## src/rtl/sysex_frame_unpack_checksum_core_assert.svh

```systemverilog
// Assertion macros shared by the frame unpacker modules.
// Each macro expects a clock named i_clk and an active-low reset named i_rst_n in scope.
`ifndef SYSEX_FRAME_UNPACK_CHECKSUM_CORE_ASSERT_SVH
`define SYSEX_FRAME_UNPACK_CHECKSUM_CORE_ASSERT_SVH

// Same-cycle implication, checked outside reset.
`define SFUC_ASSERT_NOW(label, ante, cons, msg) \
    label: assert property (@(posedge i_clk) disable iff (!i_rst_n) (ante) |-> (cons)) \
        else $error(msg);

// Next-cycle implication, checked outside reset.
`define SFUC_ASSERT_NEXT(label, ante, cons, msg) \
    label: assert property (@(posedge i_clk) disable iff (!i_rst_n) (ante) |=> (cons)) \
        else $error(msg);

`endif

```

## src/rtl/sfuc_pkg.sv

```systemverilog
// Shared types for the frame unpacker with 7-bit group decoding and checksum.
// No dependencies.
`timescale 1ns / 1ps

package sfuc_pkg;

    localparam int POS_W   = 8;
    localparam int SLOT_W  = 3;
    localparam int SUM_W   = 7;
    localparam int BYTE_W  = 8;

    // One result item.
    typedef struct packed {
        logic [BYTE_W-1:0] out_byte;
        logic              is_data;
        logic              frame_end;
        logic              checksum_ok;
    } t_result;

endpackage

```

## src/rtl/sfuc_decode.sv

```systemverilog
// Frame position tracking, 7-bit group decoding and checksum accumulation.
// Depends on sfuc_pkg and the assertion macro header.
`timescale 1ns / 1ps

module sfuc_decode #(
    parameter int FRAME_BYTES  = 155,
    parameter int HEADER_BYTES = 10,
    parameter int SUM_START    = 8
) (
    input  logic                          i_clk,
    input  logic                          i_rst_n,
    input  logic                          i_accept,
    input  logic [sfuc_pkg::BYTE_W-1:0]   i_byte,
    output logic                          o_push,
    output sfuc_pkg::t_result             o_result
);
    import sfuc_pkg::*;

    localparam logic [POS_W-1:0] LAST_POS  = POS_W'(FRAME_BYTES - 1);
    localparam logic [POS_W-1:0] CHK_POS   = POS_W'(FRAME_BYTES - 2);
    localparam logic [POS_W-1:0] HDR_POS   = POS_W'(HEADER_BYTES);
    localparam logic [POS_W-1:0] SUM_POS   = POS_W'(SUM_START);

    logic [POS_W-1:0]  r_pos,    n_pos;
    logic [6:0]        r_msb,    n_msb;
    logic [SLOT_W-1:0] r_slot,   n_slot;
    logic [SUM_W-1:0]  r_sum,    n_sum;
    logic              r_passed, n_passed;

    logic [7:0]        msb_ext;
    logic              top_bit;

    assign msb_ext = {1'b0, r_msb};
    // Slot s takes bit (7 - s) of the MSB byte, which is the bitwise inverse of s.
    assign top_bit = msb_ext[~r_slot];

    always_comb begin
        n_pos    = r_pos;
        n_msb    = r_msb;
        n_slot   = r_slot;
        n_sum    = r_sum;
        n_passed = r_passed;
        o_push   = 1'b0;
        o_result = '0;
        if (i_accept) begin
            if (r_pos >= LAST_POS) begin
                o_push               = 1'b1;
                o_result.frame_end   = 1'b1;
                o_result.checksum_ok = r_passed;
                n_pos                = '0;
                n_msb                = '0;
                n_slot               = '0;
                n_sum                = '0;
            end else begin
                if (r_pos >= SUM_POS && r_pos <= CHK_POS) begin
                    n_sum = r_sum + i_byte[SUM_W-1:0];
                end
                if (r_pos == CHK_POS) begin
                    n_passed = (n_sum == '0);
                end
                n_pos = r_pos + 1'b1;
                if (r_pos >= HDR_POS && r_pos < CHK_POS) begin
                    if (r_slot == '0) begin
                        n_msb  = i_byte[6:0];
                        n_slot = SLOT_W'(1);
                    end else begin
                        o_push            = 1'b1;
                        o_result.out_byte = {i_byte[7] ^ top_bit, i_byte[6:0]};
                        o_result.is_data  = 1'b1;
                        n_slot            = (r_slot == '1) ? '0 : r_slot + 1'b1;
                    end
                end
            end
        end
    end

    always_ff @(posedge i_clk) begin
        if (!i_rst_n) begin
            r_pos    <= '0;
            r_msb    <= '0;
            r_slot   <= '0;
            r_sum    <= '0;
            r_passed <= 1'b0;
        end else begin
            r_pos    <= n_pos;
            r_msb    <= n_msb;
            r_slot   <= n_slot;
            r_sum    <= n_sum;
            r_passed <= n_passed;
        end
    end

`include "sysex_frame_unpack_checksum_core_assert.svh"

    `SFUC_ASSERT_NOW(a_pos_in_frame, 1'b1, r_pos <= LAST_POS, "frame position past last byte")
    `SFUC_ASSERT_NEXT(a_frame_restart, i_accept && r_pos == LAST_POS,
        r_pos == '0 && r_slot == '0 && r_sum == '0, "frame state not cleared at frame end")
    `SFUC_ASSERT_NOW(a_data_in_payload, o_push && o_result.is_data,
        !o_result.frame_end && r_pos >= HDR_POS && r_pos < CHK_POS && r_slot != '0,
        "data item outside a group data slot")

endmodule

```

## src/rtl/sfuc_out_stage.sv

```systemverilog
// Output register with a skid entry so the input side keeps flowing during a stall.
// Depends on sfuc_pkg and the assertion macro header.
`timescale 1ns / 1ps

module sfuc_out_stage (
    input  logic                i_clk,
    input  logic                i_rst_n,
    input  logic                i_push,
    input  sfuc_pkg::t_result   i_result,
    output logic                o_space,
    output logic                o_valid,
    input  logic                i_ready,
    output sfuc_pkg::t_result   o_result
);
    import sfuc_pkg::*;

    logic    r_out_valid,  n_out_valid;
    logic    r_skid_valid, n_skid_valid;
    t_result r_out,        n_out;
    t_result r_skid,       n_skid;
    logic    pop;

    assign pop      = r_out_valid && i_ready;
    assign o_space  = !r_skid_valid;
    assign o_valid  = r_out_valid;
    assign o_result = r_out;

    always_comb begin
        n_out_valid  = r_out_valid;
        n_skid_valid = r_skid_valid;
        n_out        = r_out;
        n_skid       = r_skid;
        if (r_skid_valid) begin
            // Input side is held off while the skid entry is occupied.
            if (pop) begin
                n_out        = r_skid;
                n_skid_valid = 1'b0;
            end
        end else if (i_push) begin
            if (!r_out_valid || pop) begin
                n_out       = i_result;
                n_out_valid = 1'b1;
            end else begin
                n_skid       = i_result;
                n_skid_valid = 1'b1;
            end
        end else if (pop) begin
            n_out_valid = 1'b0;
        end
    end

    always_ff @(posedge i_clk) begin
        if (!i_rst_n) begin
            r_out_valid  <= 1'b0;
            r_skid_valid <= 1'b0;
        end else begin
            r_out_valid  <= n_out_valid;
            r_skid_valid <= n_skid_valid;
        end
    end

    always_ff @(posedge i_clk) begin
        r_out  <= n_out;
        r_skid <= n_skid;
    end

`include "sysex_frame_unpack_checksum_core_assert.svh"

    `SFUC_ASSERT_NOW(a_skid_behind_out, r_skid_valid, r_out_valid,
        "skid entry held while output register empty")
    `SFUC_ASSERT_NEXT(a_skid_drains, r_skid_valid && pop,
        r_out_valid && !r_skid_valid, "skid entry not moved to output on pop")
    `SFUC_ASSERT_NEXT(a_push_lands, i_push && !r_skid_valid,
        r_out_valid, "pushed item not held in output stage")

endmodule

```

## src/rtl/sysex_frame_unpack_checksum_core.sv

```systemverilog
// A result item is registered in the output stage, in the output register or the skid entry.
// Throughput: one input item per cycle while o_ready is high; decode state updates per byte.
// A skid entry behind the output register keeps input flowing during a stall until a
// second result item is waiting.
// Reset (synchronous, active low) clears frame position, group, checksum and output valids.
// Framing restarts at reset: the first byte accepted afterward is byte 0 of a frame.
`timescale 1ns / 1ps

module sysex_frame_unpack_checksum_core #(
    parameter int FRAME_BYTES  = 155,
    parameter int HEADER_BYTES = 10,
    parameter int SUM_START    = 8
) (
    input  logic                         i_clk,
    input  logic                         i_rst_n,
    input  logic                         i_valid,
    output logic                         o_ready,
    input  logic [sfuc_pkg::BYTE_W-1:0]  i_in_byte,
    output logic                         o_valid,
    input  logic                         i_ready,
    output logic [sfuc_pkg::BYTE_W-1:0]  o_out_byte,
    output logic                         o_is_data,
    output logic                         o_frame_end,
    output logic                         o_checksum_ok
);
    import sfuc_pkg::*;

    logic    accept;
    logic    push;
    t_result dec_result;
    t_result out_result;

    assign accept = i_valid && o_ready;

    sfuc_decode #(
        .FRAME_BYTES  (FRAME_BYTES),
        .HEADER_BYTES (HEADER_BYTES),
        .SUM_START    (SUM_START)
    ) u_decode (
        .i_clk    (i_clk),
        .i_rst_n  (i_rst_n),
        .i_accept (accept),
        .i_byte   (i_in_byte),
        .o_push   (push),
        .o_result (dec_result)
    );

    sfuc_out_stage u_out_stage (
        .i_clk    (i_clk),
        .i_rst_n  (i_rst_n),
        .i_push   (push),
        .i_result (dec_result),
        .o_space  (o_ready),
        .o_valid  (o_valid),
        .i_ready  (i_ready),
        .o_result (out_result)
    );

    assign o_out_byte    = out_result.out_byte;
    assign o_is_data     = out_result.is_data;
    assign o_frame_end   = out_result.frame_end;
    assign o_checksum_ok = out_result.checksum_ok;

endmodule

```

## config.mk

```make
export PLATFORM = sky130hd
export DESIGN_NAME = sysex_frame_unpack_checksum_core
export DESIGN_NICKNAME = d
export VERILOG_FILES = /design/src/rtl/sfuc_pkg.sv /design/src/rtl/sfuc_decode.sv /design/src/rtl/sfuc_out_stage.sv /design/src/rtl/sysex_frame_unpack_checksum_core.sv
export VERILOG_INCLUDE_DIRS = /design/src /design/src/rtl
export SDC_FILE = /design/constraint.sdc
export NUM_CORES = 1
export LEC_CHECK = 0
export ABC_AREA = 1
export BUFFER_PORTS_ARGS = -buffer_cell sky130_fd_sc_hd__buf_2
export CAP_MARGIN = 25
export CORE_UTILIZATION = 30
export CTS_CLUSTER_DIAMETER = 60
export CTS_CLUSTER_SIZE = 8
export DETAILED_ROUTE_END_ITERATION = 10
export GPL_TIMING_DRIVEN = 0
export PLACE_DENSITY = 0.46
export SYNTH_ARGS = -nofsm -noshare
export SYNTH_HDL_FRONTEND = slang
export SYNTH_HIERARCHICAL = 1
export SYNTH_SLANG_ARGS = --single-unit
```

## constraint.sdc

```tcl
create_clock -name i_clk -period 5.6 [get_ports i_clk]
set_clock_uncertainty 0.1 [all_clocks]
set_input_delay 1.12 -clock i_clk [delete_from_list [all_inputs] [get_ports i_clk]]
set_output_delay 1.12 -clock i_clk [all_outputs]
set_load 0.005 [all_outputs]
```

==> results of run 1 <==
metrics by stage:
stage / worst slack, ns / instances / area [um2] / util / hold WS, ns
after detailed placement: 2.43 / 503 / 3070 / 0.345 / 0.355
after floorplan: 2.58 / 370 / 2810 / - / 0.341
after CTS: 2.78 / 511 / 3170 / 0.356 / 0.371
final: 2.81 / 511 / 3170 / 0.356 / 0.369
after global placement: 2.08 / 502 / 3070 / 0.345 / 0.357
after global routing: 2.58 / 511 / 3170 / 0.356 / 0.399
cell usage in the layout (no fill, tap or decap), types with 11 or more instances in the layout:
master,count
a21oi_1,24
buf_2,25
dfxtp_1,28
edfxtp_1,22
ha_1,13
inv_1,42
inv_2,11
nand2_1,120
nand3_1,28
nor2_1,34
sequential cells by signal (all words and copies together), names as in the netlist:
| register | count |
|---|---|
| u_decode/r_msb | 7 |
| u_decode/r_slot | 3 |
| u_decode/r_pos | 8 |
| u_out_stage/r_skid_valid | 1 |
| u_out_stage/r_skid | 11 |
| u_out_stage/o_valid | 1 |
| u_decode/r_sum | 7 |
| u_decode/r_passed | 1 |
| u_out_stage/o_result | 11 |
final timing paths:
kind / startpoint / to / cells after the start
max: i_valid / u_out_stage/r_skid[7] / 10
min: u_decode/r_msb[4] / u_decode/r_msb[4] / 2
max reg2reg: u_decode/r_pos[1] / u_out_stage/r_skid[7] / 11
min reg2reg: u_decode/r_msb[4] / u_decode/r_msb[4] / 2
logic make-up (layout without fill, tap and decap cells):
group	count (synthesis)	count (layout)	share of synthesized area
xor gates and xnor gates	5	5	0.0156
buffers and inverters	60	93	0.0859
DFF	50	50	0.434
adders and majority gates	14	14	0.0650
and+or+nand+nor	203	203	0.323
AOI/OAI and AO/OA	38	38	0.0766
critical path, stage by stage:
cell and delay [ns]:
buf_2 0.08, nand2_1 0.04, inv_1 0.12, inv_1 0.08, nor2_2 0.17, inv_2 0.08, o21ai_0 0.07, inv_1 0.08
nor3_1 0.54, buf_2 0.31
synth_stat cells, drive strengths merged, types with 2 or more instances:
cell type	instances	area, um2
inv	55	211
ha	13	163
nor3	2	10.0
nor3b	2	15.0
xor2	5	43.8
edfxtp	22	661
nand4	3	18.8
nor2	40	208
buf	3	22.5
nand2	124	485
nand3	28	140
a21oi	24	120
o21ai	11	58.8
nand3b	4	30.0
dfxtp	28	561
power by group through the flow:
stage               logic, mW  clock network, mW  registers, mW
global route           0.0387              0.247          0.380
CTS                    0.0343              0.234          0.380
global placement       0.0343                  0          0.388
finish                 0.0339              0.223          0.380
floorplan              0.0205                  0          0.388
detailed placement     0.0341                  0          0.388
routing by layer:
metal  routed length [um]  vias to the layer above  global-route usage
met1                 2910                      994               0.172
met2                 2760                       30               0.231
li1                     -                     1242                   -
met3                  143                        5              0.0234
met5                    0                        -                   0
met4                   75                        0              0.0448
final cells by class:
cell class                      instances  share of cell area
Sequential cell                        50               0.386
Clock buffer                            5              0.0217
Buffer                                  4             0.00830
Multi-Input combinational cell        260               0.426
Inverter                               56              0.0680
Tap cell                              108              0.0427
Timing Repair Buffer                   25              0.0395
Clock inverter                          3             0.00791
==> impl_results.md, run 1 <==
* Diodes inserted at 0
* CP required at 5.52 ns
* Via density at 4.44
* Cell Rows at 34
* Tightest Pin Transition at 0.836 ns
* Largest net degree at the start of global routing at 18
* Setup Fix Bufs, Post-CTS at 0
* Max clock buf depth at 2
* IO Port Bufs at 24
* CTS tree: built
* Root Driver: clkbuf_8
* First drt pass iteration count at 5
* Leak Pwr at 1.32 nW
* Pwr/cell area at 201 mW/mm2
* Antenna Violating Nets Remaining at 0
* Fillers at 954
* Post-CTS Hold Fix Bufs at 0
* Wire per inst at 11.5 um
* Area grow syn2layout at 12.6%
* Post-synthesis sequential area ratio at 0.434
* Flop2flop setup slack at 2.93 ns
* Clk network pwr share at 0.350
* Setup violators final at 0
* Hold Crit Class: flip-flop to flip-flop
* Final WL at 5.89 mm
* Slew Limit Fails at 0
* Status: finished, final reports clean
* #FFs+latches synth at 50
* Switch share at 0.246
* Unrepaired setup endpoints after global routing: false
* Area of the core at 0.00889 mm2
* Setup Total Neg Slack at 0 ns
* CP arrival at 2.70 ns
* Crit path kind: input pin to flip-flop
* Die area at between 0.009 and 0.01 mm2
* Seq pwr share at 0.597
* H-Tree Depth at 2
* Nets@finish at 428
* Syn nets at 396
* Switch Pwr at roughly 0.16 mW
* Vias in the first global route at between 2000 and 2500
* Fin crit share at 0.497
* Combinational Power Share at 0.053
* Power Total at about 0.64 mW
* Critical path endpoint category: flip-flop
* Rel. slew slack at 0.440
* Clk slew on worst S/H paths at 0.10 ns
* Mean Syn Cell Area at 7.60 um2
* Mapped cell area at 0.00281 mm2
* IO Pins at 25
* Top FF cell, synth: dfxtp_1
* Worst-Skew Late Latency at 0.31 ns
* DRC viols at 0
* Die X-Extent at 98.8 um
* Worst vdd ir at ~0.084 mV
* P_int at 0.480 mW
* Routability congestion estimate at 0.792
* Yosys cell types at 31
* # clock sinks at 50
* Final hold viol count at 0
* Post-synth ARST share at 0
* Die Span Y at 98.8 um
* First-pass GRT wire length at ~10 mm
* Synth Instances at 370
* Final min period at 2.79 ns
* Fmax achieved at 359 MHz
* Worst-path fanout max at 7
* Initial Util at 0.316
* Iter 0 DRT Violations at 100
* Post-synth EDFFs at 22
* Gr ovfl total at 0
* Post-CTS sizing at 0
* Layout cell share with drive strength beyond 1 at 0.149
* Multi-input logic area at 0.00135 mm2
* Final HPWL DP at 4.57 mm
* CTS Buf Count at 5
* Max-capacitance violation count at 0
* Register Area at 0.00122 mm2
* Yosys warnings at 6
* Crit start category: input pin
* GRT Util Overall at 0.135
* Via count at 2271
* Initial antenna violation count at 0
Power figures use the tool's default switching activity.
==> inputs of run 2 (changes only) <==
PLACE_DENSITY = 0.47   (was 0.46)
clock period = 2.55 ns   (was 5.6 ns; I/O delays follow)
==> run 2 against run 1 <==
Effect of this change: total power increased by 110%; via count increased by 1.8%; worst setup slack got worse by 2.6 ns; worst hold slack improved by 0.0012 ns; non-clock buffer count increased by 6; sequential power increased by 120%; die area unchanged; clock-buffer cell count unchanged; combinational power increased by 120%.
==> impl_results.md, run 2 (synthesized netlist as in run 1, its figures left out) <==
* Most frequent cells in the layout: 120 x nand2_1, 42 x inv_1, 33 x nor2_1, 28 x nand3_1, 28 x dfxtp_1
* CTS Buf Count at 5
* Register Area at 0.00122 mm2
* R2r startpoint: u_decode/r_pos[1]
* Die Span Y at 98.8 um
* First-pass GRT wire length at around 10 mm
* Antenna Violating Nets Remaining at 0
* HP Start: u_decode/r_msb[2]
* Max-capacitance violation count at 0
* Area of the core at around 0.009 mm2
* Commonest non-fill, non-tap cell in the layout: nand2_1
* Initial antenna violation count at 0
* Layout Utilization at 0.363
* Fmax achieved at roughly 430 MHz
* Post-CTS Hold Fix Bufs at 0
* Pwr/cell area at roughly 420 mW/mm2
* Initial Util at 0.316
* Setup violators final at 0
* Hold Crit Class: flip-flop to flip-flop
* CTS tree: built
* First drt pass iteration count at 4
* Finished Layout Cells at 517
* Cell Rows at 34
* Area grow syn2layout at 14.7%
* Via density at 4.47
* Crit path largest cell delay at between 0.3 and 0.4 ns
* Via count at 2312
* Critical path cell sequence: inv_1, ha_1, nand2_1, nand2_1, nand2_1, a21oi_1, nand2_1, o21ai_0, inv_1, nand2_2, inv_1, nor2_4
* Min-Delay Endpoint: u_decode/r_msb[2]
* Crit path kind: flip-flop to flip-flop
* Iter 0 DRT Violations at between 80 and 90
* Multi-input logic area at approximately 0.0014 mm2
* Crit Reg-Reg Endpoint: u_out_stage/o_result[2]
* Nets@finish at roughly 430
* Tightest Pin Transition at roughly 0.50 ns
* CP arrival at around 2.2 ns
* Rel. slew slack at 0.666
* Fillers at ~960
* DRC viols at 0
* Critical path endpoint category: flip-flop
* Die X-Extent at 98.8 um
* Worst-Skew Late Latency at 0.30 ns
* Reg2Reg Depth at 12
* IO Pins at 25
* Crit start category: flip-flop
* Clk slew on worst S/H paths at 0.09 ns
* Fin crit share at 0.917
* Hold slack at 0.370 ns
* Unrepaired setup endpoints after global routing: false
* Power Total at approximately 1.4 mW
* Leak Pwr at approximately 1.4 nW
* Slew Limit Fails at 0
* Post-route cell area at 0.00322 mm2
* WHS Path Cells at 2
* Area after DPL at 0.00307 mm2
* Worst-path fanout max at 11
* Placed insts at 503
* IO Port Bufs at 24
* Flop2flop setup slack at about 0.21 ns
* Diodes inserted at 0
* Worst vdd ir at 0.165 mV
* Max clock buf depth at 2
* H-Tree Depth at 2
* Final HPWL DP at 4.62 mm
* Final hold viol count at 0
* GRT Util Overall at 0.134
* Die area at 0.00976 mm2
* Final min period at roughly 2.3 ns
* Routability congestion estimate at 0.802
* Status: finished, final reports clean
* Largest net degree at the start of global routing at 16
* # clock sinks at 50
* CP max stage cell: dfxtp_1
* CP required at about 2.4 ns
* Final WL at 5.99 mm
* Wire per inst at around 12 um
* Root Driver: clkbuf_8
* Vias in the first global route at 2247
* Layout cell share with drive strength beyond 1 at 0.166
* Most used cell, CP: nand2_1
* Gr ovfl total at 0
==> run 2: layout make-up <==
| type | instances | share of cell area |
|---|---|---|
| Inverter | 56 | 0.0667 |
| Clock buffer | 5 | 0.0213 |
| Clock inverter | 3 | 0.00504 |
| Multi-Input combinational cell | 260 | 0.424 |
| Timing Repair Buffer | 31 | 0.0536 |
| Tap cell | 108 | 0.0419 |
| Sequential cell | 50 | 0.379 |
| Buffer | 4 | 0.00854 |
==> run 2: worst max-delay path by stage <==
stage	startpoint	to	slack, ns	depth (start not counted)
after global routing	u_decode/r_pos[1]	u_out_stage/o_result[2]	0.008	12
final	u_decode/r_pos[1]	u_out_stage/o_result[2]	0.21	12
after global placement	u_decode/r_pos[1]	u_out_stage/r_skid[8]	-0.53	10
after floorplan	u_decode/r_pos[1]	u_out_stage/r_skid[0]	0.002	10
after detailed placement	u_decode/r_pos[1]	u_out_stage/r_skid[7]	-0.19	11
after CTS	u_decode/r_pos[1]	u_out_stage/r_skid[2]	0.009	11
==> run 2: timing repair <==
action,4_1_cts,5_1_grt
setup endpoints to repair,18,33
gates resized for setup,2,4
hold endpoints to repair,0,0
pin swaps,0,2
setup buffers,0,6
==> run 2: where the power goes <==
| group | leakage, nW | switching, mW | internal [mW] |
|---|---|---|---|
| Clock | 0.0416 | 0.270 | 0.189 |
| Combinational | 0.919 | 0.0505 | 0.0245 |
| Sequential | 0.392 | 0.00328 | 0.831 |
==> run 2: worst max-delay path, delay by kind of cell (launching register included) <==
kind | cells | cell delay [ns]
buffers and inverters | 3 | 0.31
AND/OR/NAND/NOR | 6 | 0.69
AO/OA/AOI/OAI | 2 | 0.39
flip-flops | 1 | 0.36
adder cells (fa/ha/maj) | 1 | 0.17
==> run 2: metrics by stage <==
stage          setup WS, ns  TNS (ns)
2_1_floorplan       0.00164         0
3_3_place_gp         -0.531     -7.30
3_5_place_dp         -0.188     -3.30
4_1_cts             0.00880         0
6_report              0.213         0
5_1_grt             0.00807         0
==> run 2: routing by layer <==
metal / vias to the layer above / global-route usage / wire length, um
met5: - / 0 / 0
met2: 41 / 0.232 / 2750
met4: 0 / 0.0448 / 84
met1: 1012 / 0.169 / 2940
li1: 1254 / - / -
met3: 5 / 0.0220 / 215
==> inputs of run 3 (changes only) <==
SETUP_SLACK_MARGIN = 0.3   (was unset)
SLEW_MARGIN = 10   (was unset)
==> run 3 against run 2 <==
Effect of this change: utilization up 0.89 points; sequential share of layout area down 0.79 points; worst setup slack better by 0.22 ns; die area unchanged; global-route usage up 0.40 points; sequential cell count unchanged; critical path type unchanged; critical path depth unchanged; clock power up 3%.
==> impl_results.md, run 3 (synthesized netlist as in run 1, its figures left out) <==
* Slew Limit Fails at 0
* Multi-input logic area at 0.00142 mm2
* Post-CTS Hold Fix Bufs at 0
* Cell Rows at 34
* Die X-Extent at about 99 um
* Antenna Violating Nets Remaining at 0
* Combinational Power Share at 0.057
* Switch share at 0.243
* GRT Util Overall at 0.138
* Rel. slew slack at 0.664
* Pwr/cell area at 420 mW/mm2
* IO Pins at 25
* Crit path largest cell delay at 0.37 ns
* CP max stage cell: dfxtp_2
* Layout cell share with drive strength beyond 1 at 0.208
* CTS Buf Count at 5
* Final hold viol count at 0
* Via density at 4.53
* Final min period at around 2.1 ns
* Iter 0 DRT Violations at 72
* Max clock buf depth at 2
* Hold Crit Class: flip-flop to flip-flop
* Worst-Skew Late Latency at 0.31 ns
* Clk network pwr share at 0.341
* Max-capacitance violation count at 0
* CP arrival at 2.20 ns
* Area grow syn2layout at 17.5%
* Tightest Pin Transition at roughly 0.5 ns
* Largest net degree at the start of global routing at 17
* Worst vdd ir at approximately 0.18 mV
* Vias in the first global route at 2325
* Fin crit share at 0.830
* DRC viols at 0
* Diodes inserted at 0
* Initial antenna violation count at 0
* Crit start category: flip-flop
* Most frequent cells in the layout: 120 x nand2_1, 40 x inv_1, 28 x nand3_1, 25 x dfxtp_1
* Register Area at 0.00122 mm2
* Critical path cell sequence: inv_1, ha_1, nand3b_1, a31oi_4, inv_4, nor2_8, inv_2, nor2_4, inv_4, nor2_2, nand2_1, nand2_1
* CTS tree: built
* CP required at 2.63 ns
* Switch Pwr at 0.336 mW
* Wire per inst at between 10 and 15 um
* Clk slew on worst S/H paths at about 0.1 ns
* Fmax achieved at around 470 MHz
* Area of the core at approximately 0.0089 mm2
* Setup violators final at 0
* # clock sinks at 50
* Final HPWL DP at 4.53 mm
* H-Tree Depth at 2
* Crit path kind: flip-flop to flip-flop
* Die Span Y at 98.8 um
* Leak Pwr at 1.36 nW
* Final WL at approximately 6 mm
* Layout Utilization at 0.372
* First drt pass iteration count at 4
* First-pass GRT wire length at 10.7 mm
* Seq pwr share at 0.602
* Worst-path fanout max at 8
* Commonest non-fill, non-tap cell in the layout: nand2_1
* Unrepaired setup endpoints after global routing: true
* Setup Total Neg Slack at 0 ns
* Pre-CTS worst setup slack at -0.0319 ns
* P_int at approximately 1.0 mW
* Root Driver: clkbuf_8
* Via count at about 2300
* Die area at ~0.01 mm2
* Initial Util at 0.316
* Routability congestion estimate at 0.789
* IO Port Bufs at 24
* Fillers at ~950
* Gr ovfl total at 0
* Nets@finish at 433
* Critical path endpoint category: flip-flop
* Final worst setup slack at 0.433 ns
* Status: finished, final reports clean
run 3: cell types whose count changed in the layout (fill, tap and decap cells not counted), sizes merged:
cell and delta:
clkinv -1, clkbuf -1, clkinvlp +1
run 3: layout make-up:
cell class / instances / area share
sequential: 50 / 0.371
clock inverter: 3 / 0.00644
clock buffer: 5 / 0.0208
multi-input combinational: 260 / 0.428
buffer: 4 / 0.00909
timing repair buffer: 30 / 0.0576
inverter: 56 / 0.0659
tap: 108 / 0.0409
run 3: power by group through the flow:
stage | Combinational (mW) | Clock [mW] | Sequential (mW)
6_report | 0.0790 | 0.472 | 0.835
3_5_place_dp | 0.0761 | 0 | 0.853
2_1_floorplan | 0.0451 | 0 | 0.852
4_1_cts | 0.0767 | 0.498 | 0.835
3_3_place_gp | 0.0759 | 0 | 0.852
5_1_grt | 0.0903 | 0.529 | 0.835
run 3: what timing repair did:
item,CTS,global route
buffers inserted,4,2
setup endpoints to repair,39,39
pin swaps,3,2
gates resized for setup,4,21
run 3: per-stage QoR:
stage / hold slack (ns) / cells / area (um2) / power, mW
finish: 0.370 / 516 / 3300 / 1.39
global route: 0.372 / 516 / 3300 / 1.45
CTS: 0.362 / 514 / 3230 / 1.41
detailed placement: 0.356 / 502 / 3070 / 0.929
global placement: 0.358 / 502 / 3070 / 0.928
floorplan: 0.341 / 370 / 2820 / 0.897
run 3: metal layers:
metal  up-vias  share of wire  global-route usage
met3        11          0.035              0.0270
met4         0          0.020              0.0517
li1       1255              -                   -
met2        37           0.47               0.234
met5         -              0                   0
met1      1034           0.48               0.174
run 3: final timing paths:
| check | start | endpoint | slack [ns] | depth (start not counted) |
|---|---|---|---|---|
| setup reg to reg | u_decode/r_pos[0] | u_out_stage/o_result[10] | 0.43 | 12 |
| hold / removal | u_decode/r_msb[2] | u_decode/r_msb[2] | 0.37 | 2 |
| hold reg to reg | u_decode/r_msb[2] | u_decode/r_msb[2] | 0.37 | 2 |
| setup / recovery | u_decode/r_pos[0] | u_out_stage/o_result[10] | 0.43 | 12 |
run 3: worst max-delay path: cells and delay by family, from the launching register on:
kind | cells | cell delay, ns
AOI/OAI and AO/OA | 1 | 0.28
adders and majority gates | 1 | 0.19
buffers and inverters | 4 | 0.35
DFF | 1 | 0.37
and+or+nand+nor | 6 | 0.69
